$ cat src/rtl/core/arp_icmp_echo_responder_unit_defines.svh
// ----------------------------------------------------------------------------
// ARP and ICMP echo responder assertion macros
// Concurrent assertion forms used by the responder top module.
// ----------------------------------------------------------------------------
`ifndef ARP_ICMP_ECHO_RESPONDER_UNIT_DEFINES_SVH
`define ARP_ICMP_ECHO_RESPONDER_UNIT_DEFINES_SVH

// An implication that must hold at every clock edge outside reset.
`define AIER_ASSERT(lbl, prop, msg) \
  lbl: assert property (@(posedge clk) disable iff (rst) prop) else $error(msg);

// A condition that must never be seen outside reset.
`define AIER_NEVER(lbl, expr, msg) \
  lbl: assert property (@(posedge clk) disable iff (rst) !(expr)) else $error(msg);

`endif

$ cat src/rtl/core/aier_pkg.sv
// ----------------------------------------------------------------------------
// ARP and ICMP echo responder package
// Types, protocol constants and byte helpers shared by the responder modules.
// ----------------------------------------------------------------------------
package aier_pkg;

  localparam int MAX_FRAME_DEFAULT = 512;
  localparam int MIN_PAYLOAD       = 46;
  localparam int ETH_HDR           = 14;
  localparam int MIN_REPLY         = ETH_HDR + MIN_PAYLOAD;
  localparam int MIN_FRAME         = 42;
  localparam int LEN_W             = 10;

  localparam logic [15:0] ETYPE_ARP     = 16'h0806;
  localparam logic [15:0] ETYPE_IP      = 16'h0800;
  localparam logic [15:0] ARP_OP_REQUEST = 16'd1;
  localparam logic [15:0] ARP_OP_REPLY   = 16'd2;
  localparam logic [15:0] ARP_HTYPE_ETH  = 16'd1;
  localparam logic [7:0]  ARP_HLEN       = 8'd6;
  localparam logic [7:0]  ARP_PLEN       = 8'd4;
  localparam logic [7:0]  IP_PROTO_ICMP  = 8'd1;
  localparam logic [7:0]  ICMP_ECHO_REQUEST = 8'd8;
  localparam logic [7:0]  ICMP_ECHO_REPLY   = 8'd0;
  localparam logic [7:0]  ICMP_CODE_ECHO    = 8'd0;
  localparam logic [7:0]  BCAST_BYTE        = 8'hff;
  localparam logic [15:0] SUM_VALID         = 16'hffff;

  localparam logic KIND_ARP  = 1'b0;
  localparam logic KIND_ICMP = 1'b1;

  typedef enum logic [1:0] {
    ST_RX,
    ST_JUDGE,
    ST_EMIT
  } state_t;

  typedef struct packed {
    logic        arp_ok;
    logic        icmp_ok;
    logic [15:0] ip_csum;
    logic [15:0] icmp_csum;
  } chk_t;

  typedef struct packed {
    logic             start;
    logic             kind;
    logic [LEN_W-1:0] rlen;
    logic [LEN_W-1:0] flen;
    logic [15:0]      ip_csum;
    logic [15:0]      icmp_csum;
  } tx_cmd_t;

  function automatic logic [7:0] mac_byte(input logic [47:0] mac, input logic [2:0] k);
    logic [47:0] sh;
    sh = mac >> (8 * (5 - int'(k)));
    return sh[7:0];
  endfunction

  function automatic logic [7:0] ip_byte(input logic [31:0] ip, input logic [1:0] k);
    logic [31:0] sh;
    sh = ip >> (8 * (3 - int'(k)));
    return sh[7:0];
  endfunction

  // ARP header bytes 14 to 21 for a request (reply differs in the opcode).
  function automatic logic [7:0] arp_hdr_byte(input logic [2:0] k, input logic [15:0] op);
    logic [7:0] b;
    case (k)
      3'd0: b = ARP_HTYPE_ETH[15:8];
      3'd1: b = ARP_HTYPE_ETH[7:0];
      3'd2: b = ETYPE_IP[15:8];
      3'd3: b = ETYPE_IP[7:0];
      3'd4: b = ARP_HLEN;
      3'd5: b = ARP_PLEN;
      3'd6: b = op[15:8];
      default: b = op[7:0];
    endcase
    return b;
  endfunction

  // Ones' complement add with end-around carry.
  function automatic logic [15:0] ones_add(input logic [15:0] s, input logic [15:0] a);
    logic [16:0] t;
    t = {1'b0, s} + {1'b0, a};
    return t[15:0] + {15'd0, t[16]};
  endfunction

endpackage

$ cat src/rtl/core/aier_frame_mem.sv
// ----------------------------------------------------------------------------
// Frame store
// Byte memory with one write port and one registered read port.
// ----------------------------------------------------------------------------
module aier_frame_mem #(
  parameter int DEPTH = aier_pkg::MAX_FRAME_DEFAULT,
  parameter int AW    = $clog2(DEPTH)
) (
  input  logic          clk,
  input  logic          wr_en,
  input  logic [AW-1:0] wr_addr,
  input  logic [7:0]    wr_data,
  input  logic          rd_en,
  input  logic [AW-1:0] rd_addr,
  output logic [7:0]    rd_data
);

  logic [7:0] mem [DEPTH];

  always_ff @(posedge clk) begin
    if (wr_en) begin
      mem[wr_addr] <= wr_data;
    end
  end

  always_ff @(posedge clk) begin
    if (rd_en) begin
      rd_data <= mem[rd_addr];
    end
  end

endmodule

$ cat config.mk
export PLATFORM = sky130hd
export DESIGN_NAME = aier_frame_mem
export DESIGN_NICKNAME = d
export VERILOG_FILES = /design/src/rtl/core/arp_icmp_echo_responder_unit_defines.svh /design/src/rtl/core/aier_pkg.sv /design/src/rtl/core/aier_frame_mem.sv
export SDC_FILE = /design/constraint.sdc
export NUM_CORES = 2
export LEC_CHECK = 0
export ABC_AREA = 1
export BUFFER_PORTS_ARGS = -buffer_cell sky130_fd_sc_hd__buf_2
export CAP_MARGIN = 25
export CORE_MARGIN = 2
export CORE_UTILIZATION = 38
export DETAILED_ROUTE_END_ITERATION = 10
export MAX_ROUTING_LAYER = met4
export PLACE_DENSITY = 0.51
export SYNTH_ARGS = -nofsm -noshare
export SYNTH_HDL_FRONTEND = slang
export SYNTH_SLANG_ARGS = --single-unit
$ cat constraint.sdc
create_clock -name clk -period 2.3 [get_ports clk]
set_clock_uncertainty 0.05 [all_clocks]
set_input_delay 0.575 -clock clk [delete_from_list [all_inputs] [get_ports clk]]
set_output_delay 0.575 -clock clk [all_outputs]
set_load 0.005 [all_outputs]
==> flow_results.org <==
** Synthesis
- Number of nets in the synthesized netlist :: 13,900
- The commonest cells after synthesis are nand2_1 (4,160), edfxtp_1 (4,104), nand3_1 (4,080).
- In this run the cell area of the synthesized design comes to 167,000 um^2.
- The most used flip-flop cell after synthesis is edfxtp_1.
- By area the synthesized netlist is led by edfxtp_1 (74%), nand3_1 (12%), nand2_1 (9.4%).
- Library cell with the highest instance count after synthesis :: nand2_1
- In this run, synthesis produced a sequential element count of 4,104.
- Number of standard cells after synthesis :: 13,900
- Post-synth ARST share :: 0
- Top cell type's share of synthesized area :: 0.739
- For this run, the register share of the synthesized area comes to 0.739.
- Summed over all instances, the cell type with the most area after synthesis is edfxtp_1.
- For this run, the number of Yosys warnings is 0.
- Count of flip-flops with a built-in enable after synthesis :: 4,104
- Average cell area after synthesis :: 12.0 um^2
- Count of different cell masters after synthesis :: 15

** Setup path
- The most critical setup path has its startpoint at rd_data[3]$_DFFE_PP_.
- Number of buffer and inverter stages on the critical path :: 1
- Crit end category :: output port
- On the critical path, the stage with the largest delay is an instance of edfxtp_1.
- Data on the critical path arrives at its endpoint at 1970 ps.
- CP Class :: flip-flop to output port
- Gate family responsible for the most delay along the worst path :: flip-flops
- STA puts the critical path data required time at 1670 ps.
- Launch instance of the worst register-to-register path :: mem[295][3]$_DFFE_PP_
- Startpoint type of the worst setup path :: flip-flop
- Critical path cell sequence :: buf_6
- Of all nets on the critical path, the largest fanout is 1.
- Maximum cell stage delay along the critical path :: 790 ps

** Route
- Number of DRC markers in iteration 0 :: 12,000
- In the routed layout, each cell is associated on average with a via count of 5.28.
- Routed via count :: 112,000
- In the routed design, unresolved DRC markers number 0.
- Wirelength, routed :: 520 mm
- The count of nets left with antenna violations once routing finished came out at 0.
- After detailed routing, the average wire length per cell comes to 24.5 um.
- The first detailed-routing pass ran for 6 iterations.

** Global routing
- Maximum number of pins on one net before global-route repair :: 87
- Number of global-route vias before repair :: 107,000
- The first global-routing pass estimated 755 mm of wire.
- The number of antenna violations at the first check in global routing is 27.
- Total congestion overflow after global routing :: 0
- Total Routing Usage GR :: 0.236

** Floorplanning
- In this run the standard cell core region covers 438,000 um^2.
- For this configuration, the core starts out at a cell density of 0.381.
- In this run the horizontal extent of the chip is 667 um.
- Count of boundary I/O pins :: 37
- Die height :: 667 um
- Placement Rows :: 243
- Area enclosed by the die boundary :: 444,000 um^2

** Timing
- Worst-case hold slack :: 264 ps
- Setup violations remaining at the end of the flow were counted as 12.
- Relative max-transition margin :: 0.501
- Unrepaired setup endpoints after global routing :: true
- The final hold violation count came to 0.
- Based on the critical path, the design can be clocked at up to 0.385 GHz.
- At the pin with the least slew margin, the transition time is 749 ps.
- The worst path in the final design needs a cycle of 2600 ps, including I/O delays and setup.
- In the finished design, the share of the clock period the worst path needs comes to 1.13.
- The max-slew violation count is 0.
- Least setup slack across all paths after layout :: -297 ps

** Job
- Max-cap violations in this run came to 0.

** Power
- Power density of the placed cells :: 810 nW/um^2
- VDD IR max :: 0.681 mV
- Reported leakage power :: 72.2 nW
- The design draws 162 mW.

** Place
- Detail Placement HPWL :: 338 mm
- RePlAce Congestion :: 0.876
- In this run the tool buffered the top-level ports with 36 buffer cells.

** Worst hold path
- In this run the worst hold path is classified as input pin to flip-flop.
- Launch instance of the worst min-delay path :: rd_addr[8]

** CTS
- Clock tree synthesis found a total of 4,104 sinks.
- The longest clock path from root to sink contains 4 buffers.
- H-tree Lvls :: 5
- Clock tree root driver cell :: clkbuf_16
- Buffers added to address setup during post-CTS repair amount to 0.
- The number of clock buffers added by TritonCTS is 437.
- Clk Latency, worst-skew pair :: 1020 ps
- TritonCTS built the clock tree.
- Register clock-pin slew on the reported worst setup and hold paths :: 60 ps

** Status
- Run status :: finished with violations
- The final reports fail on negative setup slack.

** Cells and area
- Measured on the finished design, the core utilization comes to 0.458.
- The final layout contains 15,100 nets.
- The sequential cells in the finished layout cover a total of 123,000 um^2.
- The multi-input combinational cells in the finished layout cover a total of 38,300 um^2.
- Area added between synthesis and finish :: 20.1%
- The filler cells instantiated in the layout total 39,400.
- Layout cells sized above 1 :: 0.153
[final timing paths]
check	cells past startpoint	to	slack (ps)
max	1	rd_data[3]	-300
min	4	rd_data[6]$_DFFE_PP_	260
max reg2reg	10	rd_data[3]$_DFFE_PP_	60
min reg2reg	10	rd_data[7]$_DFFE_PP_	1140
[registers in the layout (all words and copies together) (netlist names)]
name and flops:
rd_data 8, mem 4096
[per-layer routing]
layer | GRT usage | vias to the layer above | wire length (um)
met2 | 0.370 | 3716 | 246000
met3 | 0.0253 | 741 | 30700
met1 | 0.327 | 55600 | 228000
met5 | - | - | 0
met4 | 0.0676 | 0 | 15100
li1 | - | 51900 | -
[where the power goes]
part           switching [mW]  internal (mW)  total (mW)
clock network            29.7           38.8        68.5
registers              0.0763           82.4        82.4
logic                    7.85           3.50        11.4
[cell type report]
class,count,area share
clock buffer,531,0.0569
sequential,4104,0.615
timing repair buffer,1709,0.0880
inverter,39,0.00107
antenna,9,0.000112
multi-input combinational,8765,0.191
clock inverter,273,0.0119
tap,5757,0.0359
[cell families (layout without fill, tap and decap cells)]
kind of cell	after synthesis	after routing	synth area share
and+or+nand+nor	8765	8765	0.228
DFF	4104	4104	0.739
buffers and inverters	1022	2552	0.0333
other	0	9	0
[cell usage in the layout (no fill, tap or decap), drive strengths merged]
cell and count:
nand2 4160, edfxtp 4104, nand3 4080, buf 1699, clkbuf 532, nor2 514, clkinv 218, inv 50
bufinv 32, clkinvlp 12, nor3 11, diode 9, dlygate4sd3 9
[through the flow]
| stage | setup TNS, ps | setup slack [ps] | cells | area [um^2] |
|---|---|---|---|---|
| CTS | -2220 | -367 | 21200 | 200000 |
| finish | -1370 | -297 | 21200 | 200000 |
| global route | -1450 | -279 | 21200 | 200000 |
| floorplan | 0 | 84.0 | 13900 | 167000 |
| detailed placement | -140250 | -1300 | 20400 | 186000 |
| global placement | -132070 | -1300 | 20400 | 186000 |
[timing repair]
action	CTS	global route
endpoints found under the setup margin	14	16
resized for setup	25	22
endpoints found under the hold margin	97	0
hold buffers	9	0
gates cloned	0	1
No activity file was read; power rests on OpenSTA's default activity.
