$ cat config.mk
export PLATFORM = sky130hd
export DESIGN_NAME = aier_check
export DESIGN_NICKNAME = d
export VERILOG_FILES = /design/src/rtl/core/arp_icmp_echo_responder_unit_defines.svh /design/src/rtl/core/aier_pkg.sv /design/src/rtl/core/aier_check.sv
export SDC_FILE = /design/constraint.sdc
export NUM_CORES = 1
export LEC_CHECK = 0
export ABC_AREA = 1
export BUFFER_PORTS_ARGS = -buffer_cell sky130_fd_sc_hd__buf_2
export CAP_MARGIN = 20
export CORE_AREA = 10 10 179 114
export CTS_CLUSTER_SIZE = 25
export DETAILED_ROUTE_END_ITERATION = 7
export DIE_AREA = 0 0 189 124
export PLACE_DENSITY = 0.81
export RECOVER_POWER = 25
export SETUP_SLACK_MARGIN = 0.15
export SYNTH_ARGS = -nofsm -noshare
export SYNTH_HDL_FRONTEND = slang
export SYNTH_SLANG_ARGS = --single-unit
$ cat constraint.sdc
create_clock -name clk -period 5.1 [get_ports clk]
set_clock_uncertainty 0.15 [all_clocks]
set_input_delay 0.255 -clock clk [delete_from_list [all_inputs] [get_ports clk]]
set_output_delay 0.255 -clock clk [all_outputs]
set_load 0.005 [all_outputs]
$ cat src/rtl/core/arp_icmp_echo_responder_unit_defines.svh
// ----------------------------------------------------------------------------
// ARP and ICMP echo responder assertion macros
// Concurrent assertion forms used by the responder top module.
// ----------------------------------------------------------------------------
`ifndef ARP_ICMP_ECHO_RESPONDER_UNIT_DEFINES_SVH
`define ARP_ICMP_ECHO_RESPONDER_UNIT_DEFINES_SVH

// An implication that must hold at every clock edge outside reset.
`define AIER_ASSERT(lbl, prop, msg) \
  lbl: assert property (@(posedge clk) disable iff (rst) prop) else $error(msg);

// A condition that must never be seen outside reset.
`define AIER_NEVER(lbl, expr, msg) \
  lbl: assert property (@(posedge clk) disable iff (rst) !(expr)) else $error(msg);

`endif

$ cat src/rtl/core/aier_pkg.sv
// ----------------------------------------------------------------------------
// ARP and ICMP echo responder package
// Types, protocol constants and byte helpers shared by the responder modules.
// ----------------------------------------------------------------------------
package aier_pkg;

  localparam int MAX_FRAME_DEFAULT = 512;
  localparam int MIN_PAYLOAD       = 46;
  localparam int ETH_HDR           = 14;
  localparam int MIN_REPLY         = ETH_HDR + MIN_PAYLOAD;
  localparam int MIN_FRAME         = 42;
  localparam int LEN_W             = 10;

  localparam logic [15:0] ETYPE_ARP     = 16'h0806;
  localparam logic [15:0] ETYPE_IP      = 16'h0800;
  localparam logic [15:0] ARP_OP_REQUEST = 16'd1;
  localparam logic [15:0] ARP_OP_REPLY   = 16'd2;
  localparam logic [15:0] ARP_HTYPE_ETH  = 16'd1;
  localparam logic [7:0]  ARP_HLEN       = 8'd6;
  localparam logic [7:0]  ARP_PLEN       = 8'd4;
  localparam logic [7:0]  IP_PROTO_ICMP  = 8'd1;
  localparam logic [7:0]  ICMP_ECHO_REQUEST = 8'd8;
  localparam logic [7:0]  ICMP_ECHO_REPLY   = 8'd0;
  localparam logic [7:0]  ICMP_CODE_ECHO    = 8'd0;
  localparam logic [7:0]  BCAST_BYTE        = 8'hff;
  localparam logic [15:0] SUM_VALID         = 16'hffff;

  localparam logic KIND_ARP  = 1'b0;
  localparam logic KIND_ICMP = 1'b1;

  typedef enum logic [1:0] {
    ST_RX,
    ST_JUDGE,
    ST_EMIT
  } state_t;

  typedef struct packed {
    logic        arp_ok;
    logic        icmp_ok;
    logic [15:0] ip_csum;
    logic [15:0] icmp_csum;
  } chk_t;

  typedef struct packed {
    logic             start;
    logic             kind;
    logic [LEN_W-1:0] rlen;
    logic [LEN_W-1:0] flen;
    logic [15:0]      ip_csum;
    logic [15:0]      icmp_csum;
  } tx_cmd_t;

  function automatic logic [7:0] mac_byte(input logic [47:0] mac, input logic [2:0] k);
    logic [47:0] sh;
    sh = mac >> (8 * (5 - int'(k)));
    return sh[7:0];
  endfunction

  function automatic logic [7:0] ip_byte(input logic [31:0] ip, input logic [1:0] k);
    logic [31:0] sh;
    sh = ip >> (8 * (3 - int'(k)));
    return sh[7:0];
  endfunction

  // ARP header bytes 14 to 21 for a request (reply differs in the opcode).
  function automatic logic [7:0] arp_hdr_byte(input logic [2:0] k, input logic [15:0] op);
    logic [7:0] b;
    case (k)
      3'd0: b = ARP_HTYPE_ETH[15:8];
      3'd1: b = ARP_HTYPE_ETH[7:0];
      3'd2: b = ETYPE_IP[15:8];
      3'd3: b = ETYPE_IP[7:0];
      3'd4: b = ARP_HLEN;
      3'd5: b = ARP_PLEN;
      3'd6: b = op[15:8];
      default: b = op[7:0];
    endcase
    return b;
  endfunction

  // Ones' complement add with end-around carry.
  function automatic logic [15:0] ones_add(input logic [15:0] s, input logic [15:0] a);
    logic [16:0] t;
    t = {1'b0, s} + {1'b0, a};
    return t[15:0] + {15'd0, t[16]};
  endfunction

endpackage

$ cat src/rtl/core/aier_check.sv
// ----------------------------------------------------------------------------
// Frame checker
// Matches header bytes and accumulates checksums as bytes are stored.
// ----------------------------------------------------------------------------
module aier_check #(
  parameter int AW = 9
) (
  input  logic               clk,
  input  logic               rst,
  input  logic               we,
  input  logic [AW-1:0]      idx,
  input  logic [7:0]         din,
  input  logic [47:0]        our_mac,
  input  logic [31:0]        our_ip,
  output aier_pkg::chk_t     chk
);

  logic f_bcast, f_dmac, f_et_arp, f_et_ip, f_arp_hdr, f_tip, f_proto, f_dip, f_type;
  logic f_bcast_next, f_dmac_next, f_et_arp_next, f_et_ip_next, f_arp_hdr_next;
  logic f_tip_next, f_proto_next, f_dip_next, f_type_next;
  logic [15:0] ip_all, ip_oth, ic_all, ic_oth;
  logic [15:0] ip_all_next, ip_oth_next, ic_all_next, ic_oth_next;

  always_comb begin
    logic [aier_pkg::LEN_W-1:0] ix;
    logic        first;
    logic [15:0] add;
    ix    = aier_pkg::LEN_W'(idx);
    first = (ix == '0);
    add   = ix[0] ? {8'h00, din} : {din, 8'h00};

    f_bcast_next   = first ? 1'b1 : f_bcast;
    f_dmac_next    = first ? 1'b1 : f_dmac;
    f_et_arp_next  = first ? 1'b1 : f_et_arp;
    f_et_ip_next   = first ? 1'b1 : f_et_ip;
    f_arp_hdr_next = first ? 1'b1 : f_arp_hdr;
    f_tip_next     = first ? 1'b1 : f_tip;
    f_proto_next   = first ? 1'b1 : f_proto;
    f_dip_next     = first ? 1'b1 : f_dip;
    f_type_next    = first ? 1'b1 : f_type;
    ip_all_next    = first ? 16'd0 : ip_all;
    ip_oth_next    = first ? 16'd0 : ip_oth;
    ic_all_next    = first ? 16'd0 : ic_all;
    ic_oth_next    = first ? 16'd0 : ic_oth;

    if (ix < aier_pkg::LEN_W'(6)) begin
      f_bcast_next = f_bcast_next & (din == aier_pkg::BCAST_BYTE);
      f_dmac_next  = f_dmac_next & (din == aier_pkg::mac_byte(our_mac, 3'(ix)));
    end
    if (ix == aier_pkg::LEN_W'(12)) begin
      f_et_arp_next = f_et_arp_next & (din == aier_pkg::ETYPE_ARP[15:8]);
      f_et_ip_next  = f_et_ip_next & (din == aier_pkg::ETYPE_IP[15:8]);
    end
    if (ix == aier_pkg::LEN_W'(13)) begin
      f_et_arp_next = f_et_arp_next & (din == aier_pkg::ETYPE_ARP[7:0]);
      f_et_ip_next  = f_et_ip_next & (din == aier_pkg::ETYPE_IP[7:0]);
    end
    if (ix >= aier_pkg::LEN_W'(14) && ix < aier_pkg::LEN_W'(22)) begin
      f_arp_hdr_next = f_arp_hdr_next &
        (din == aier_pkg::arp_hdr_byte(3'(ix - aier_pkg::LEN_W'(14)), aier_pkg::ARP_OP_REQUEST));
    end
    if (ix >= aier_pkg::LEN_W'(38) && ix < aier_pkg::LEN_W'(42)) begin
      f_tip_next = f_tip_next &
        (din == aier_pkg::ip_byte(our_ip, 2'(ix - aier_pkg::LEN_W'(38))));
    end
    if (ix >= aier_pkg::LEN_W'(30) && ix < aier_pkg::LEN_W'(34)) begin
      f_dip_next = f_dip_next &
        (din == aier_pkg::ip_byte(our_ip, 2'(ix - aier_pkg::LEN_W'(30))));
    end
    if (ix == aier_pkg::LEN_W'(23)) begin
      f_proto_next = f_proto_next & (din == aier_pkg::IP_PROTO_ICMP);
    end
    if (ix == aier_pkg::LEN_W'(34)) begin
      f_type_next = f_type_next & (din == aier_pkg::ICMP_ECHO_REQUEST);
    end
    if (ix == aier_pkg::LEN_W'(35)) begin
      f_type_next = f_type_next & (din == aier_pkg::ICMP_CODE_ECHO);
    end

    // IP header words are 14..33, the checksum field is 24..25.
    if (ix >= aier_pkg::LEN_W'(14) && ix < aier_pkg::LEN_W'(34)) begin
      ip_all_next = aier_pkg::ones_add(ip_all_next, add);
      if (ix != aier_pkg::LEN_W'(24) && ix != aier_pkg::LEN_W'(25)) begin
        ip_oth_next = aier_pkg::ones_add(ip_oth_next, add);
      end
    end
    // The reply clears type, code and checksum, so its sum starts at byte 38.
    if (ix >= aier_pkg::LEN_W'(34)) begin
      ic_all_next = aier_pkg::ones_add(ic_all_next, add);
    end
    if (ix >= aier_pkg::LEN_W'(38)) begin
      ic_oth_next = aier_pkg::ones_add(ic_oth_next, add);
    end
  end

  always_ff @(posedge clk) begin
    if (rst) begin
      f_bcast   <= 1'b0;
      f_dmac    <= 1'b0;
      f_et_arp  <= 1'b0;
      f_et_ip   <= 1'b0;
      f_arp_hdr <= 1'b0;
      f_tip     <= 1'b0;
      f_proto   <= 1'b0;
      f_dip     <= 1'b0;
      f_type    <= 1'b0;
    end else if (we) begin
      f_bcast   <= f_bcast_next;
      f_dmac    <= f_dmac_next;
      f_et_arp  <= f_et_arp_next;
      f_et_ip   <= f_et_ip_next;
      f_arp_hdr <= f_arp_hdr_next;
      f_tip     <= f_tip_next;
      f_proto   <= f_proto_next;
      f_dip     <= f_dip_next;
      f_type    <= f_type_next;
    end
  end

  always_ff @(posedge clk) begin
    if (we) begin
      ip_all <= ip_all_next;
      ip_oth <= ip_oth_next;
      ic_all <= ic_all_next;
      ic_oth <= ic_oth_next;
    end
  end

  assign chk.arp_ok    = f_bcast & f_et_arp & f_arp_hdr & f_tip;
  assign chk.icmp_ok   = f_dmac & f_et_ip & f_dip & f_proto & f_type &
                         (ip_all == aier_pkg::SUM_VALID) & (ic_all == aier_pkg::SUM_VALID);
  assign chk.ip_csum   = ~ip_oth;
  assign chk.icmp_csum = ~ic_oth;

endmodule

==> results.ini, run 1 <==
[route]
antenna_left=0
first_pass_iters=8
dr.first_iter.drc_count=1621
via_count=11680
wl_per_cell_um=16.08
drcViolationCount=0
viasPerCell=5.624
wl_um=33380

[synthesis]
yosys_warnings=0
synth_area_leaders=nand2_1 (22%), edfxtp_1 (19%), inv_1 (11%)
synth_nets=1887
ys_types=46
yosys.area.top_type_share_pct=22.48
synth-edff-count=64
ys_top_cells_by_count=nand2_1 (604), inv_1 (283), nor2_1 (178), nand3_1 (143), ha_1 (75)
syn_area_sq_mm=0.01008
yosysMostFrequentCell=nand2_1
syn_area_per_cell_sq_um=5.904
synth_ff_type=edfxtp_1
synthCells=1708
async_reset_ff_share_pct=0
seq_area_frac_synth_pct=20.85
yosysTopAreaCell=nand2_1
ys_seq_elements=73

[critical_path]
cpPeakStageDelay_ns=0.40
crit_required_ns=5.06
critPathMaxFanout=26
worstPathArrival_ns=4.52
reg2reg_to=ic_oth[14]$_DFFE_PP_
cp_common_cell=nand2_1
r2r_cells=21
cp_slowest_cell=ha_2
critical_path_class=in -> reg
start_kind=input port
r2r-start=ic_oth[10]$_DFFE_PP_
crit_path_end_kind=flip-flop
r2r_slack_ns=1.07

[grt]
grt_pass1_vias=9963
gr-total-overflow=0
grt_pass1_wl_um=51470
grt_start_max_net_pins=41
track_usage_pct=27.22
antenna_found_initial=0

[sta]
slew_headroom_pct=-11.92
setup_viol=0
fmaxAchievable_mhz=219.3
hold_viol=0
tightest_slew_ns=1.679
min_period_ns=4.560
slew_viol_final=30
rsz0062_at_grt=false
finalSetupTns_ns=0
fin_crit_sh_pct=89.42

[clocking]
cts_buffer_depth=2
clk_latency_ns=0.35
htreeDepth=3
root_buffer=clkbuf_16
cts_tree=done
numCtsBuffers=9
cts_setup_buffers=0
clkTransAtPathRegs_ns=0.07
clock-sinks=73

[outcome]
violations=capacitance limit, slew limit
status=complete, but fails checks

[hold_path]
hp-start=din[0]
whs_endpoint=f_proto$_SDFFE_PP0P_
hold_depth=3
min_path_type=in -> reg

[cells_and_area]
fin_nets=2017
antenna_cells=0
drive_gt1_share_pct=11.35
fin_util_pct=67.09
finalNonFillerCells=2076
syn_to_final_growth_pct=13.04

[power]
p_leak_nw=6.292
ir_worst_vdd_mv=0.1633
powerDensity_mw_per_mm2=304.4

[floorplan]
die_width_um=189
die_area_sq_mm=0.02344
coreArea_sq_mm=0.01699
die_h_um=124
rows=37
boundaryPins=134
initial_core_util_pct=59.35

[place]
gp_routability_congestion=1.006
dp.cells=2060
io_buffers=133
dpl.hpwl_um=27090

[flow_run]
cap_viol_max_count=1

## layer usage
metal	vias to the layer above	wire, um	global-route usage (%)
li1	5691	-	-
met1	5220	14610	39.91
met2	716	13450	39.38
met3	48	4744	6.896
met4	0	568	5.281
met5	-	0	0
## layout make-up
| type | instances | area (sq um) |
|---|---|---|
| fill | 1600 | 5592 |
| clock buffer | 10 | 229.0 |
| inverter | 294 | 1109 |
| sequential | 73 | 2102 |
| multi-input combinational | 1310 | 6751 |
| tap | 234 | 292.8 |
| timing repair buffer | 150 | 785.8 |
| clock inverter | 5 | 128.9 |
## layout by cell type, fill, tap and decap left out, types with 14 or more instances in the layout
master / netlist / final
edfxtp_1: 64 / 64
nand4_1: 50 / 50
buf_2: 17 / 118
buf_4: 3 / 14
ha_1: 75 / 71
clkbuf_1: 9 / 16
inv_1: 283 / 283
xnor2_1: 15 / 15
nand2_1: 604 / 604
nand3_1: 143 / 142
xor2_1: 24 / 24
a21oi_1: 57 / 57
o21ai_0: 42 / 42
nor2_1: 178 / 177
## through the flow
stage | setup slack [ns] | cell area [sq um] | power (W) | hold WS, ns
floorplan | 1.011 | 10080 | 0.002131 | 0.1835
global placement | 0.3762 | 11030 | 0.002577 | 0.3050
detailed placement | 0.2041 | 11030 | 0.002615 | 0.3088
CTS | 0.5229 | 11390 | 0.003415 | 0.1264
global route | 0.1520 | 11400 | 0.003715 | 0.1468
finish | 0.5396 | 11400 | 0.003470 | 0.1407
## how the worst max path moves through the flow
stage / startpoint / endpoint / slack (ns)
after CTS: idx[7] / ip_all[14]$_DFFE_PP_ / 0.52
after global placement: idx[7] / ip_all[14]$_DFFE_PP_ / 0.38
final: idx[7] / ip_all[14]$_DFFE_PP_ / 0.54
after global routing: idx[7] / ip_oth[14]$_DFFE_PP_ / 0.15
after floorplan: idx[7] / ic_oth[14]$_DFFE_PP_ / 1.01
after detailed placement: idx[7] / ip_all[14]$_DFFE_PP_ / 0.20
## what timing repair did
action / in CTS / in global routing
resized for setup: 0 / 9
hold buffers: 1 / 0
endpoints found under the setup margin: 0 / 12
hold endpoints to repair: 2 / 0
## cells by family (layout without fill, tap and decap cells)
group	count (synthesis)	after routing	synth area share, %
AOI/OAI and AO/OA	141	141	7.966
xor gates and xnor gates	46	46	4.517
adders and majority gates	79	79	10.10
buffers and inverters	325	459	12.42
DFF	73	73	20.85
and+or+nand+nor	1044	1044	44.15
## power by group
group	internal, W	switching, W
registers	0.000795	0.0000314
clock network	0.000526	0.000264
logic	0.000604	0.00125
## sequential cells by signal (all words and copies together), names as in the netlist
register,count
f_arp_hdr,1
f_bcast,1
f_dip,1
f_dmac,1
f_et_arp,1
f_et_ip,1
f_proto,1
f_tip,1
f_type,1
ic_all,16
ic_oth,16
ip_all,16
ip_oth,16
## critical path: cells and delay by family
kind	cells	cell delay, ns
simple gates	20	2.39
compound gates	2	0.23
buf+inv	6	0.80
fa+ha+maj	3	0.83
No activity file was read; power rests on OpenSTA's default activity.
==> inputs of run 2 (changes only) <==
--- a/config.mk
+++ b/config.mk
@@ -12,7 +12,7 @@
 export CTS_CLUSTER_SIZE = 25
 export DETAILED_ROUTE_END_ITERATION = 7
 export DIE_AREA = 0 0 189 124
-export PLACE_DENSITY = 0.81
+export PLACE_DENSITY = 0.91
 export RECOVER_POWER = 25
 export SETUP_SLACK_MARGIN = 0.15
 export SYNTH_ARGS = -nofsm -noshare
==> run 2 against run 1 <==
The run still ends with capacitance limit, slew limit left. Register-to-register slack improved by 0.05 ns. Routed wire length rose by 3.1%. Total power fell by 1.0%. Final cell count barely moved. Clock-buffer cell count did not move. Critical path depth fell by 2. Clock power fell by 9.7%. Critical path type unchanged.
==> results.ini, run 2 (synthesis gave the netlist of run 1 again) <==
[grt]
antenna_found_initial=0
gr-total-overflow=0
grtUsageMet1_pct=39.41
gr-usage-met2_pct=42.34
gr-max-usage-layer=met2
grtUsageMet3_pct=8.068
grt_pass1_vias=10630
track_usage_pct=28.25
grt_pass1_wl_um=54150
grt_start_max_net_pins=44

[cells_and_area]
drive_gt1_share_pct=11.28
layout_common_cells=nand2_1 (604), inv_1 (283), nor2_1 (178)
antenna_cells=0
syn_to_final_growth_pct=12.77
final_common_cell=nand2_1
design_area_sq_mm=0.01137
fin_nets=2018

[power]
ir_worst_vdd_mv=0.1704
p_leak_nw=6.279
powerDensity_mw_per_mm2=302.0

[floorplan]
die_h_um=124
coreArea_sq_mm=0.01699
boundaryPins=134
rows=37
initial_core_util_pct=59.35
die_width_um=189
die_area_sq_mm=0.02344

[clocking]
clk_latency_ns=0.35
clock-sinks=73
cts_tree=done
clkTransAtPathRegs_ns=0.06
root_buffer=clkbuf_16
numCtsBuffers=9
htreeDepth=3
cts_buffer_depth=2

[critical_path]
reg2reg_to=ic_oth[14]$_DFFE_PP_
r2r-start=ic_oth[10]$_DFFE_PP_
critical_path_class=in -> reg
worstPathArrival_ns=4.53
r2r_slack_ns=1.12
cpPeakStageDelay_ns=0.35
crit_path_end_kind=flip-flop
cp_slowest_cell=ha_1
crit_required_ns=5.05
critPathMaxFanout=18
start_kind=input port
r2r_cells=21

[outcome]
status=complete, but fails checks
violations=capacitance limit, slew limit

[route]
wl_um=34400
wl_per_cell_um=16.55
dr.first_iter.drc_count=1785
antenna_left=0
via_count=11900
drcViolationCount=0
first_pass_iters=6
viasPerCell=5.725

[sta]
slew_viol_final=28
rsz0062_at_grt=false
fin_crit_sh_pct=89.69
fmaxAchievable_mhz=218.6
tightest_slew_ns=1.667
hold_ws_ns=0.1291
setup_viol=0
min_period_ns=4.574
hold_viol=0
slew_headroom_pct=-11.12
finalSetupTns_ns=0

[place]
dpl.hpwl_um=27440
io_buffers=133
gp_routability_congestion=1.024
placed_area_sq_mm=0.01101

[hold_path]
hp-start=din[0]
hold_depth=3
min_path_type=in -> reg
whs_endpoint=f_proto$_SDFFE_PP0P_

[flow_run]
cap_viol_max_count=1

## run 2: cell count changes in the layout (fill, tap and decap cells not counted), moves of 2 or more
cell / delta
buf_4: +2
buf_2: -2
clkinvlp_4: +2
clkbuf_1: +2
ha_1: +3
ha_2: -3
nor3_2: +2
bufinv_16: -2
nor3_1: -2
## run 2: how the worst max path moves through the flow
stage | from | to | slack (ns) | cells after the start
CTS | idx[7] | ic_oth[14]$_DFFE_PP_ | 0.45 | 28
detailed placement | idx[7] | ic_oth[14]$_DFFE_PP_ | 0.18 | 28
floorplan | idx[7] | ic_oth[14]$_DFFE_PP_ | 1.01 | 32
finish | idx[7] | ic_oth[14]$_DFFE_PP_ | 0.53 | 29
global placement | idx[7] | ic_oth[14]$_DFFE_PP_ | 0.35 | 28
global route | idx[7] | ic_oth[12]$_DFFE_PP_ | 0.15 | 29
## run 2: layout make-up
type,count,area [sq um]
Multi-Input combinational cell,1310,6751
Inverter,294,1109
Fill cell,1520,5619
Sequential cell,73,2102
Clock inverter,6,92.59
Clock buffer,10,229.0
Tap cell,234,292.8
Timing Repair Buffer,151,794.5
## run 2: through the flow
stage | power, W | util (%) | setup WS [ns] | instances
2_1_floorplan | 0.002131 | - | 1.011 | 1708
3_3_place_gp | 0.002568 | 64.81 | 0.3526 | 2058
3_5_place_dp | 0.002631 | 64.81 | 0.1809 | 2058
4_1_cts | 0.003346 | 66.76 | 0.4456 | 2075
5_1_grt | 0.003653 | 66.93 | 0.1489 | 2078
6_report | 0.003434 | 66.93 | 0.5258 | 2078
## run 2: repair_timing
item / 4_1_cts / 5_1_grt
endpoints found under the hold margin: 2 / 0
hold buffers: 1 / 0
resized for setup: 0 / 9
buffers inserted: 0 / 3
endpoints found under the setup margin: 0 / 23
## run 2: routing by layer
metal	share of wire [%]	vias up
met5	0	-
met4	2.0	0
met3	14	73
met2	42	800
met1	42	5331
li1	-	5692
## run 2: worst max-delay path, delay by kind of cell
family / cells / cell delay [ns]
and+or+nand+nor: 18 / 2.51
buffers and inverters: 6 / 0.68
AOI/OAI and AO/OA: 2 / 0.30
adders and majority gates: 3 / 0.76
## run 2: report_power, final
| part | internal (W) | switching [W] | leakage (nW) |
|---|---|---|---|
| combinational | 0.000604 | 0.00129 | 5.43 |
| sequential | 0.000795 | 0.0000328 | 0.702 |
| clock | 0.000431 | 0.000282 | 0.149 |
