### src/rtl/core/arp_icmp_echo_responder_unit_defines.svh
// ----------------------------------------------------------------------------
// ARP and ICMP echo responder assertion macros
// Concurrent assertion forms used by the responder top module.
// ----------------------------------------------------------------------------
`ifndef ARP_ICMP_ECHO_RESPONDER_UNIT_DEFINES_SVH
`define ARP_ICMP_ECHO_RESPONDER_UNIT_DEFINES_SVH

// An implication that must hold at every clock edge outside reset.
`define AIER_ASSERT(lbl, prop, msg) \
  lbl: assert property (@(posedge clk) disable iff (rst) prop) else $error(msg);

// A condition that must never be seen outside reset.
`define AIER_NEVER(lbl, expr, msg) \
  lbl: assert property (@(posedge clk) disable iff (rst) !(expr)) else $error(msg);

`endif

### src/rtl/core/aier_pkg.sv
// ----------------------------------------------------------------------------
// ARP and ICMP echo responder package
// Types, protocol constants and byte helpers shared by the responder modules.
// ----------------------------------------------------------------------------
package aier_pkg;

  localparam int MAX_FRAME_DEFAULT = 512;
  localparam int MIN_PAYLOAD       = 46;
  localparam int ETH_HDR           = 14;
  localparam int MIN_REPLY         = ETH_HDR + MIN_PAYLOAD;
  localparam int MIN_FRAME         = 42;
  localparam int LEN_W             = 10;

  localparam logic [15:0] ETYPE_ARP     = 16'h0806;
  localparam logic [15:0] ETYPE_IP      = 16'h0800;
  localparam logic [15:0] ARP_OP_REQUEST = 16'd1;
  localparam logic [15:0] ARP_OP_REPLY   = 16'd2;
  localparam logic [15:0] ARP_HTYPE_ETH  = 16'd1;
  localparam logic [7:0]  ARP_HLEN       = 8'd6;
  localparam logic [7:0]  ARP_PLEN       = 8'd4;
  localparam logic [7:0]  IP_PROTO_ICMP  = 8'd1;
  localparam logic [7:0]  ICMP_ECHO_REQUEST = 8'd8;
  localparam logic [7:0]  ICMP_ECHO_REPLY   = 8'd0;
  localparam logic [7:0]  ICMP_CODE_ECHO    = 8'd0;
  localparam logic [7:0]  BCAST_BYTE        = 8'hff;
  localparam logic [15:0] SUM_VALID         = 16'hffff;

  localparam logic KIND_ARP  = 1'b0;
  localparam logic KIND_ICMP = 1'b1;

  typedef enum logic [1:0] {
    ST_RX,
    ST_JUDGE,
    ST_EMIT
  } state_t;

  typedef struct packed {
    logic        arp_ok;
    logic        icmp_ok;
    logic [15:0] ip_csum;
    logic [15:0] icmp_csum;
  } chk_t;

  typedef struct packed {
    logic             start;
    logic             kind;
    logic [LEN_W-1:0] rlen;
    logic [LEN_W-1:0] flen;
    logic [15:0]      ip_csum;
    logic [15:0]      icmp_csum;
  } tx_cmd_t;

  function automatic logic [7:0] mac_byte(input logic [47:0] mac, input logic [2:0] k);
    logic [47:0] sh;
    sh = mac >> (8 * (5 - int'(k)));
    return sh[7:0];
  endfunction

  function automatic logic [7:0] ip_byte(input logic [31:0] ip, input logic [1:0] k);
    logic [31:0] sh;
    sh = ip >> (8 * (3 - int'(k)));
    return sh[7:0];
  endfunction

  // ARP header bytes 14 to 21 for a request (reply differs in the opcode).
  function automatic logic [7:0] arp_hdr_byte(input logic [2:0] k, input logic [15:0] op);
    logic [7:0] b;
    case (k)
      3'd0: b = ARP_HTYPE_ETH[15:8];
      3'd1: b = ARP_HTYPE_ETH[7:0];
      3'd2: b = ETYPE_IP[15:8];
      3'd3: b = ETYPE_IP[7:0];
      3'd4: b = ARP_HLEN;
      3'd5: b = ARP_PLEN;
      3'd6: b = op[15:8];
      default: b = op[7:0];
    endcase
    return b;
  endfunction

  // Ones' complement add with end-around carry.
  function automatic logic [15:0] ones_add(input logic [15:0] s, input logic [15:0] a);
    logic [16:0] t;
    t = {1'b0, s} + {1'b0, a};
    return t[15:0] + {15'd0, t[16]};
  endfunction

endpackage

### src/rtl/core/aier_tx.sv
// ----------------------------------------------------------------------------
// Reply emitter
// Reads stored bytes, one a cycle unless stalled, edits them into reply words.
// ----------------------------------------------------------------------------
module aier_tx #(
  parameter int AW = 9
) (
  input  logic                clk,
  input  logic                rst,
  input  aier_pkg::tx_cmd_t   cmd,
  input  logic [47:0]         our_mac,
  input  logic [31:0]         our_ip,
  output logic                rd_en,
  output logic [AW-1:0]       rd_addr,
  input  logic [7:0]          rd_data,
  output logic                busy,
  output logic                m_tvalid,
  input  logic                m_tready,
  output logic [71:0]         m_tdata,
  output logic                m_tlast,
  output logic                m_tuser
);

  localparam int LW = aier_pkg::LEN_W;

  logic          kind;
  logic [LW-1:0] rlen, flen, p_iss, p_rd;
  logic [15:0]   ipc, icc;
  logic          rd_valid;
  logic [63:0]   acc, word_cur, m_word;
  logic [2:0]    acc_cnt;
  logic [3:0]    m_bytes;
  logic          issue, word_done, is_end, out_free, adv;
  logic [LW-1:0] addr;
  logic [7:0]    cur;

  assign issue     = busy && (p_iss < rlen);
  assign is_end    = (p_rd == rlen - LW'(1));
  assign word_done = rd_valid && ((acc_cnt == 3'd7) || is_end);
  assign out_free  = !m_tvalid || m_tready;
  assign adv       = !word_done || out_free;
  assign rd_en     = adv && issue;
  assign rd_addr   = addr[AW-1:0];

  // Where in the stored frame each reply byte comes from.
  always_comb begin
    addr = p_iss;
    if (kind == aier_pkg::KIND_ARP) begin
      if (p_iss < LW'(6)) begin
        addr = p_iss + LW'(22);
      end else begin
        addr = p_iss - LW'(10);
      end
    end else begin
      if (p_iss < LW'(6)) begin
        addr = p_iss + LW'(6);
      end else if (p_iss >= LW'(30) && p_iss < LW'(34)) begin
        addr = p_iss - LW'(4);
      end
    end
  end

  always_comb begin
    cur = rd_data;
    if (kind == aier_pkg::KIND_ARP) begin
      if (p_rd < LW'(6)) begin
        cur = rd_data;
      end else if (p_rd < LW'(12)) begin
        cur = aier_pkg::mac_byte(our_mac, 3'(p_rd - LW'(6)));
      end else if (p_rd == LW'(12)) begin
        cur = aier_pkg::ETYPE_ARP[15:8];
      end else if (p_rd == LW'(13)) begin
        cur = aier_pkg::ETYPE_ARP[7:0];
      end else if (p_rd < LW'(22)) begin
        cur = aier_pkg::arp_hdr_byte(3'(p_rd - LW'(14)), aier_pkg::ARP_OP_REPLY);
      end else if (p_rd < LW'(28)) begin
        cur = aier_pkg::mac_byte(our_mac, 3'(p_rd - LW'(22)));
      end else if (p_rd < LW'(32)) begin
        cur = aier_pkg::ip_byte(our_ip, 2'(p_rd - LW'(28)));
      end else if (p_rd < LW'(42)) begin
        cur = rd_data;
      end else begin
        cur = 8'h00;
      end
    end else begin
      if (p_rd >= flen) begin
        cur = 8'h00;
      end else if (p_rd < LW'(6)) begin
        cur = rd_data;
      end else if (p_rd < LW'(12)) begin
        cur = aier_pkg::mac_byte(our_mac, 3'(p_rd - LW'(6)));
      end else if (p_rd == LW'(12)) begin
        cur = aier_pkg::ETYPE_IP[15:8];
      end else if (p_rd == LW'(13)) begin
        cur = aier_pkg::ETYPE_IP[7:0];
      end else if (p_rd == LW'(24)) begin
        cur = ipc[15:8];
      end else if (p_rd == LW'(25)) begin
        cur = ipc[7:0];
      end else if (p_rd >= LW'(26) && p_rd < LW'(30)) begin
        cur = aier_pkg::ip_byte(our_ip, 2'(p_rd - LW'(26)));
      end else if (p_rd == LW'(34)) begin
        cur = aier_pkg::ICMP_ECHO_REPLY;
      end else if (p_rd == LW'(35)) begin
        cur = aier_pkg::ICMP_CODE_ECHO;
      end else if (p_rd == LW'(36)) begin
        cur = icc[15:8];
      end else if (p_rd == LW'(37)) begin
        cur = icc[7:0];
      end
    end
  end

  assign word_cur = acc | ({56'd0, cur} << {3'(3'd7 - acc_cnt), 3'b000});

  always_ff @(posedge clk) begin
    if (rst) begin
      busy     <= 1'b0;
      rd_valid <= 1'b0;
      acc_cnt  <= 3'd0;
      m_tvalid <= 1'b0;
    end else begin
      if (cmd.start) begin
        busy     <= 1'b1;
        rd_valid <= 1'b0;
        acc_cnt  <= 3'd0;
      end else if (adv) begin
        rd_valid <= issue;
        if (rd_valid) begin
          acc_cnt <= word_done ? 3'd0 : acc_cnt + 3'd1;
          if (is_end) begin
            busy <= 1'b0;
          end
        end
      end
      if (adv && word_done) begin
        m_tvalid <= 1'b1;
      end else if (m_tready) begin
        m_tvalid <= 1'b0;
      end
    end
  end

  always_ff @(posedge clk) begin
    if (cmd.start) begin
      kind  <= cmd.kind;
      rlen  <= cmd.rlen;
      flen  <= cmd.flen;
      ipc   <= cmd.ip_csum;
      icc   <= cmd.icmp_csum;
      p_iss <= '0;
      acc   <= 64'd0;
    end else if (adv) begin
      if (issue) begin
        p_iss <= p_iss + LW'(1);
      end
      p_rd <= p_iss;
      if (rd_valid) begin
        acc <= word_done ? 64'd0 : word_cur;
      end
    end
    if (adv && word_done) begin
      m_word  <= word_cur;
      m_bytes <= 4'({1'b0, acc_cnt} + 4'd1);
      m_tlast <= is_end;
      m_tuser <= kind;
    end
  end

  assign m_tdata = {4'd0, m_bytes, m_word};

endmodule

### config.mk
export PLATFORM = sky130hd
export DESIGN_NAME = aier_tx
export DESIGN_NICKNAME = d
export VERILOG_FILES = /design/src/rtl/core/arp_icmp_echo_responder_unit_defines.svh /design/src/rtl/core/aier_pkg.sv /design/src/rtl/core/aier_tx.sv
export SDC_FILE = /design/constraint.sdc
export NUM_CORES = 1
export LEC_CHECK = 0
export BUFFER_PORTS_ARGS = -buffer_cell sky130_fd_sc_hd__buf_2
export CAP_MARGIN = 40
export CELL_PAD_IN_SITES_DETAIL_PLACEMENT = 0
export CELL_PAD_IN_SITES_GLOBAL_PLACEMENT = 1
export CORE_AREA = 2 2 152 169
export CTS_BUF_LIST = sky130_fd_sc_hd__clkbuf_4
export DETAILED_ROUTE_END_ITERATION = 16
export DIE_AREA = 0 0 154 171
export PLACE_DENSITY = 0.82
export SLEW_MARGIN = 20
export SYNTH_ARGS = -nofsm -noshare
export SYNTH_HDL_FRONTEND = slang
export SYNTH_SLANG_ARGS = --single-unit
### constraint.sdc
create_clock -name clk -period 5.5 [get_ports clk]
set_clock_uncertainty 0.15 [all_clocks]
set_input_delay 0.825 -clock clk [delete_from_list [all_inputs] [get_ports clk]]
set_output_delay 0.825 -clock clk [all_outputs]
set_load 0.02 [all_outputs]
==> impl_metrics.json, run 1 <==
{
  "synth_flop_cell": "edfxtp_1",
  "ys_ff_latch": 213,
  "seq_area_frac_synth_pct": 51.1,
  "wl_per_cell_um": 18.3,
  "cts_tree": "yes",
  "hpwl_um": 21000,
  "crit_buf_inv": 3,
  "final.setup.tns_ps": 0,
  "clock_sinks": 213,
  "grt.overflow.total": 0,
  "worst_pin_slew_ps": 811,
  "crit_fanout": 11,
  "cts_resized": 0,
  "reg2regPathDepth": 9,
  "switching_power_w": 0.000927,
  "p_per_area_mw_per_mm2": 267,
  "outcome": "finished clean",
  "cts_buffers": 54,
  "worstReg2RegEnd": "m_word[57]",
  "min_to": "kind",
  "viasPerCell": 5.61,
  "clk-insertion-delay-late_ps": 690,
  "grtUsageTotal_pct": 22.0,
  "drtIter0Drc": 503,
  "grt_start_max_net_pins": 59,
  "cts_root_buf": "clkbuf_4",
  "hold_slack_ps": 153,
  "drv_cap": 0,
  "ios": 231,
  "reg2reg_from": "p_rd[1]",
  "die_height_um": 171,
  "synth_area_mm2": 0.0110,
  "finalMaxSlewViolations": 0,
  "die_w_um": 154,
  "cts_hold_buf": 0,
  "setup.worst_path.end_class": "primary output",
  "criticalPathCategory": "reg -> out",
  "first_pass_iters": 5,
  "min_period_ps": 4740,
  "worst_path_most_repeated_cell": "inv_1",
  "core_area_mm2": 0.0248,
  "start_util_pct": 44.2,
  "clk_path_buf_depth": 3,
  "grt_pass1_wl_um": 46500,
  "power_w": 0.00349,
  "clk_pin_slew_ps": 70,
  "p_int_w": 0.00257,
  "ys_warn_count": 0,
  "syn_to_final_growth_pct": 19.3,
  "comb_power_share_pct": 12.1,
  "fp.dieArea_mm2": 0.0263,
  "finalWorstSetupSlack_ps": 755,
  "gp_congestion": 0.933,
  "min_from": "cmd[52]",
  "grt_pass1_vias": 8739,
  "nNetsFinal": 1395,
  "synth_edf_count": 133,
  "hold_path_class": "in -> reg",
  "final_cell_mix": "buf_2 (232), edfxtp_1 (133), dfxtp_1 (80), clkbuf_4 (78), nor2_1 (70)",
  "ant_nets": 0,
  "min_period_over_period_pct": 86.3,
  "ir_drop_mv": 0.181,
  "power_frac_seq_pct": 50.4,
  "routed_wl_um": 28900,
  "switching_share_pct": 26.5,
  "drc_errors": 0,
  "syn_area_per_cell_um2": 11.4,
  "fmax_ghz": 0.211,
  "place_ws_ps": 1360,
  "critPathRequiredTime_ps": 4530,
  "post-route-util_pct": 52.7,
  "numPortBuffers": 226,
  "layout_commonest_cell": "buf_2",
  "rows": 61,
  "whs_path_depth": 1,
  "setup_viol": 0,
  "htreeDepth": 2,
  "drive_gt1_share_pct": 31.7,
  "crit_path_start_kind": "flip-flop",
  "critPathSlowestCell": "a2111oi_4",
  "antenna_found_initial": 2,
  "p_leak_nw": 5.83,
  "route.vias.total": 8845,
  "r2r_setup_slack_ps": 1300,
  "clock_power_share_pct": 37.5,
  "path_cells": "inv_1 > ha_1 > or3b_2 > nor4_1 > a211oi_2 > a2111oi_4 > o2111ai_4 > nand2_4 > inv_1 > buf_2",
  "async_reset_ff_share_pct": 0,
  "synthDistinctLibCells": 87,
  "max_stage_delay_ps": 610,
  "netlist_instances": 965,
  "rsz0062_at_grt": "no",
  "finalHoldViolCount": 0,
  "relSlewSlack_pct": 45.8,
  "path_delay_family": "simple AND/OR/NAND/NOR gates",
  "critical_path_arrival_ps": 3770,
  "cts_setup_buffers": 0
}
## synth_stat cells (21+ instances only)
master / count / area (um2)
a21o_1: 68 / 510
a21oi_1: 49 / 245
a31oi_1: 21 / 131
a32o_1: 38 / 380
buf_2: 22 / 110
dfxtp_1: 80 / 1600
edfxtp_1: 133 / 3990
ha_1: 35 / 438
inv_1: 39 / 146
mux2i_1: 30 / 300
nand2_1: 41 / 154
nor2_1: 70 / 263
nor3_1: 21 / 105
o21ai_0: 24 / 120
## worst max path at each step
| stage | from | end | slack [ps] | depth (start not counted) |
|---|---|---|---|---|
| finish | rlen[0] | rd_en | 760 | 10 |
| global placement | p_rd[1] | m_word[57] | 1510 | 9 |
| CTS | rlen[0] | rd_en | 720 | 10 |
| floorplan | rlen[0] | acc[45] | 1310 | 12 |
| global route | rlen[0] | rd_en | 450 | 10 |
| detailed placement | p_rd[1] | m_word[57] | 1360 | 9 |
## flip-flops by register name (all words and copies together) (netlist names), 3 cells and up
register  count
p_iss        10
acc          64
icc          16
ipc          16
m_bytes       4
flen         10
rlen         10
p_rd         10
m_word       64
acc_cnt       3
## kinds of logic after synthesis
logic type,share of synthesized area (%)
muxes,6.37
buffers and inverters,4.61
other,0.0342
DFF,51.1
AOI/OAI and AO/OA,20.8
xor gates and xnor gates,1.59
adders and majority gates,4.00
and+or+nand+nor,11.6
## power by group through the flow
stage,registers (W),logic (W),clock network (W)
after floorplan,0.00178,0.000283,0
after global placement,0.00180,0.000406,0
after detailed placement,0.00180,0.000418,0
after CTS,0.00176,0.000420,0.00136
after global routing,0.00177,0.000462,0.00144
final,0.00176,0.000422,0.00131
## routing by layer
| layer | vias to the layer above | part of all wire [%] | GRT usage (%) |
|---|---|---|---|
| met2 | 364 | 48 | 36.5 |
| met3 | 64 | 6.4 | 4.23 |
| li1 | 4272 | - | - |
| met5 | - | 0 | 0 |
| met1 | 4145 | 44 | 28.9 |
| met4 | 0 | 2.4 | 7.80 |
## cell type report
class                           count  area (um2)
Timing Repair Buffer              254        1350
Fill cell                        2292       11700
Clock buffer                       78         586
Clock inverter                     24         113
Inverter                           41         154
Tap cell                          315         394
Sequential cell                   213        5600
Antenna cell                        2        5.00
Multi-Input combinational cell    651        4880
## per-stage QoR
stage | cell area, um2 | instances
after global routing | 13100 | 1578
after global placement | 12300 | 1463
after CTS | 13100 | 1576
after detailed placement | 12400 | 1474
after floorplan | 11000 | 968
final | 13100 | 1578
Power figures use the tool's default switching activity.
==> run 2: changes to the inputs <==
--- a/config.mk
+++ b/config.mk
@@ -9,10 +9,10 @@
 export CAP_MARGIN = 40
 export CELL_PAD_IN_SITES_DETAIL_PLACEMENT = 0
 export CELL_PAD_IN_SITES_GLOBAL_PLACEMENT = 1
-export CORE_AREA = 2 2 152 169
+export CORE_AREA = 4 4 154 171
 export CTS_BUF_LIST = sky130_fd_sc_hd__clkbuf_4
 export DETAILED_ROUTE_END_ITERATION = 16
-export DIE_AREA = 0 0 154 171
+export DIE_AREA = 0 0 158 175
 export PLACE_DENSITY = 0.82
 export SLEW_MARGIN = 20
 export SYNTH_ARGS = -nofsm -noshare
==> run 2 against run 1 <==
Clock power up 9.9%. Total power rose by 3.7%. Global-route usage is 1.2 points lower. First-iteration DRC count up 54%. Critical path type unchanged. Largest cell class unchanged.
==> impl_metrics.json, run 2 (synthesized netlist as in run 1, its figures left out) <==
{
  "grt_start_max_net_pins": 59,
  "wl_per_cell_um": 18.6,
  "start_util_pct": 44.9,
  "route.vias.total": 8809,
  "drv_cap": 0,
  "drc_errors": 0,
  "finalMaxSlewViolations": 0,
  "grt.met1_usage_pct": 28.2,
  "grt_pass1_wl_um": 46300,
  "grtUsageTotal_pct": 20.8,
  "whs_path_depth": 1,
  "setup.worst_path.end_class": "primary output",
  "clk-insertion-delay-late_ps": 680,
  "drive_gt1_share_pct": 31.7,
  "criticalPathCategory": "reg -> out",
  "final.setup.tns_ps": 0,
  "worst_pin_slew_ps": 797,
  "first_pass_iters": 5,
  "final_area_mm2": 0.0131,
  "htreeDepth": 2,
  "cts_root_buf": "clkbuf_4",
  "fillers": 2196,
  "cts_setup_buffers": 0,
  "min_to": "icc[4]",
  "final_cell_mix": "buf_2 (233), edfxtp_1 (133), clkbuf_4 (83), dfxtp_1 (80), nor2_1 (70)",
  "reg2reg_from": "p_rd[1]",
  "worstReg2RegEnd": "m_word[1]",
  "cts_buffers": 55,
  "power_w": 0.00362,
  "finalHoldViolCount": 0,
  "busiest_layer": "met2",
  "fp.dieArea_mm2": 0.0277,
  "cts_resized": 0,
  "core_area_mm2": 0.0244,
  "clk_pin_slew_ps": 80,
  "critical_path_arrival_ps": 3640,
  "routed_wl_um": 29200,
  "post-route-util_pct": 53.8,
  "p_leak_nw": 5.86,
  "ant_nets": 0,
  "rsz0062_at_grt": "no",
  "clock_sinks": 213,
  "fmax_ghz": 0.217,
  "cts_hold_buf": 0,
  "min_from": "cmd[4]",
  "nNetsFinal": 1395,
  "gr-usage-met3_pct": 3.91,
  "layout_commonest_cell": "buf_2",
  "ir_drop_mv": 0.172,
  "clk_path_buf_depth": 3,
  "r2r_setup_slack_ps": 1210,
  "drtIter0Drc": 773,
  "grt.overflow.total": 0,
  "min_period_over_period_pct": 83.9,
  "outcome": "finished clean",
  "die_height_um": 175,
  "crit_fanout": 11,
  "viasPerCell": 5.60,
  "gp_congestion": 0.955,
  "numPortBuffers": 226,
  "antenna_found_initial": 2,
  "crit_path_start_kind": "flip-flop",
  "gr-usage-met2_pct": 34.0,
  "die_w_um": 158,
  "rows": 60,
  "hold_slack_ps": 161,
  "top_regs": "acc x64, m_word x64",
  "dpl_cell_area_mm2": 0.0124,
  "cts_tree": "yes",
  "grt_pass1_vias": 8649,
  "hpwl_um": 21200,
  "syn_to_final_growth_pct": 19.9,
  "critPathRequiredTime_ps": 4530,
  "relSlewSlack_pct": 46.8,
  "ios": 231,
  "setup_viol": 0,
  "hold_path_class": "in -> reg",
  "p_per_area_mw_per_mm2": 276,
  "reg2regPathDepth": 9,
  "min_period_ps": 4610
}
## run 2: cell count changes in the layout (fill, tap and decap cells not counted), moves of 2 or more
| cell | previous run | this run |
|---|---|---|
| clkbuf_4 | 78 | 83 |
| buf_4 | 21 | 18 |
| clkinv_2 | 8 | 5 |
| bufinv_16 | 0 | 2 |
| clkinvlp_4 | 2 | 0 |
| nor3_2 | 4 | 2 |
## run 2: how the worst max path moves through the flow
stage,startpoint,endpoint,slack [ps],depth (start not counted)
detailed placement,p_rd[1],m_word[57],1330,9
floorplan,rlen[0],acc[45],1310,12
finish,rlen[0],rd_en,890,10
global route,rlen[0],rd_en,560,10
CTS,rlen[0],rd_en,810,10
global placement,p_rd[1],m_word[57],1470,9
## run 2: through the flow
| stage | setup slack, ps | instances |
|---|---|---|
| floorplan | 1310 | 968 |
| global placement | 1470 | 1457 |
| detailed placement | 1330 | 1467 |
| CTS | 808 | 1571 |
| global route | 557 | 1574 |
| finish | 886 | 1574 |
## run 2: cell type report
class	instances	area [um2]	share of cell area, %
clock buffers	83	623	4.74
repair buffers	253	1350	10.3
well taps	310	388	2.95
multi-input cells	651	4880	37.1
diodes	2	5.00	0.0381
clock inverters	21	148	1.12
flip-flops and latches	213	5600	42.6
inverters	41	154	1.17
## run 2: metal layers
metal / part of all wire [%] / wire length, um
met2: 48 / 14100
met5: 0 / 0
met4: 1.5 / 434
met3: 6.8 / 1980
met1: 43 / 12600
## run 2: worst max-delay path, stage by stage, from the launching register on
cell       delay, ps
edfxtp_1         470
inv_1             90
ha_1             370
or3b_2           470
nor4_1           310
a211oi_2         100
a2111oi_4        590
o2111ai_4        230
nand2_4          170
inv_1             50
buf_2            150
## run 2: power breakdown
part	total (W)	switching [W]	internal (W)
logic	0.000420	0.000247	0.000172
registers	0.00176	0.0000325	0.00173
clock network	0.00144	0.000648	0.000792
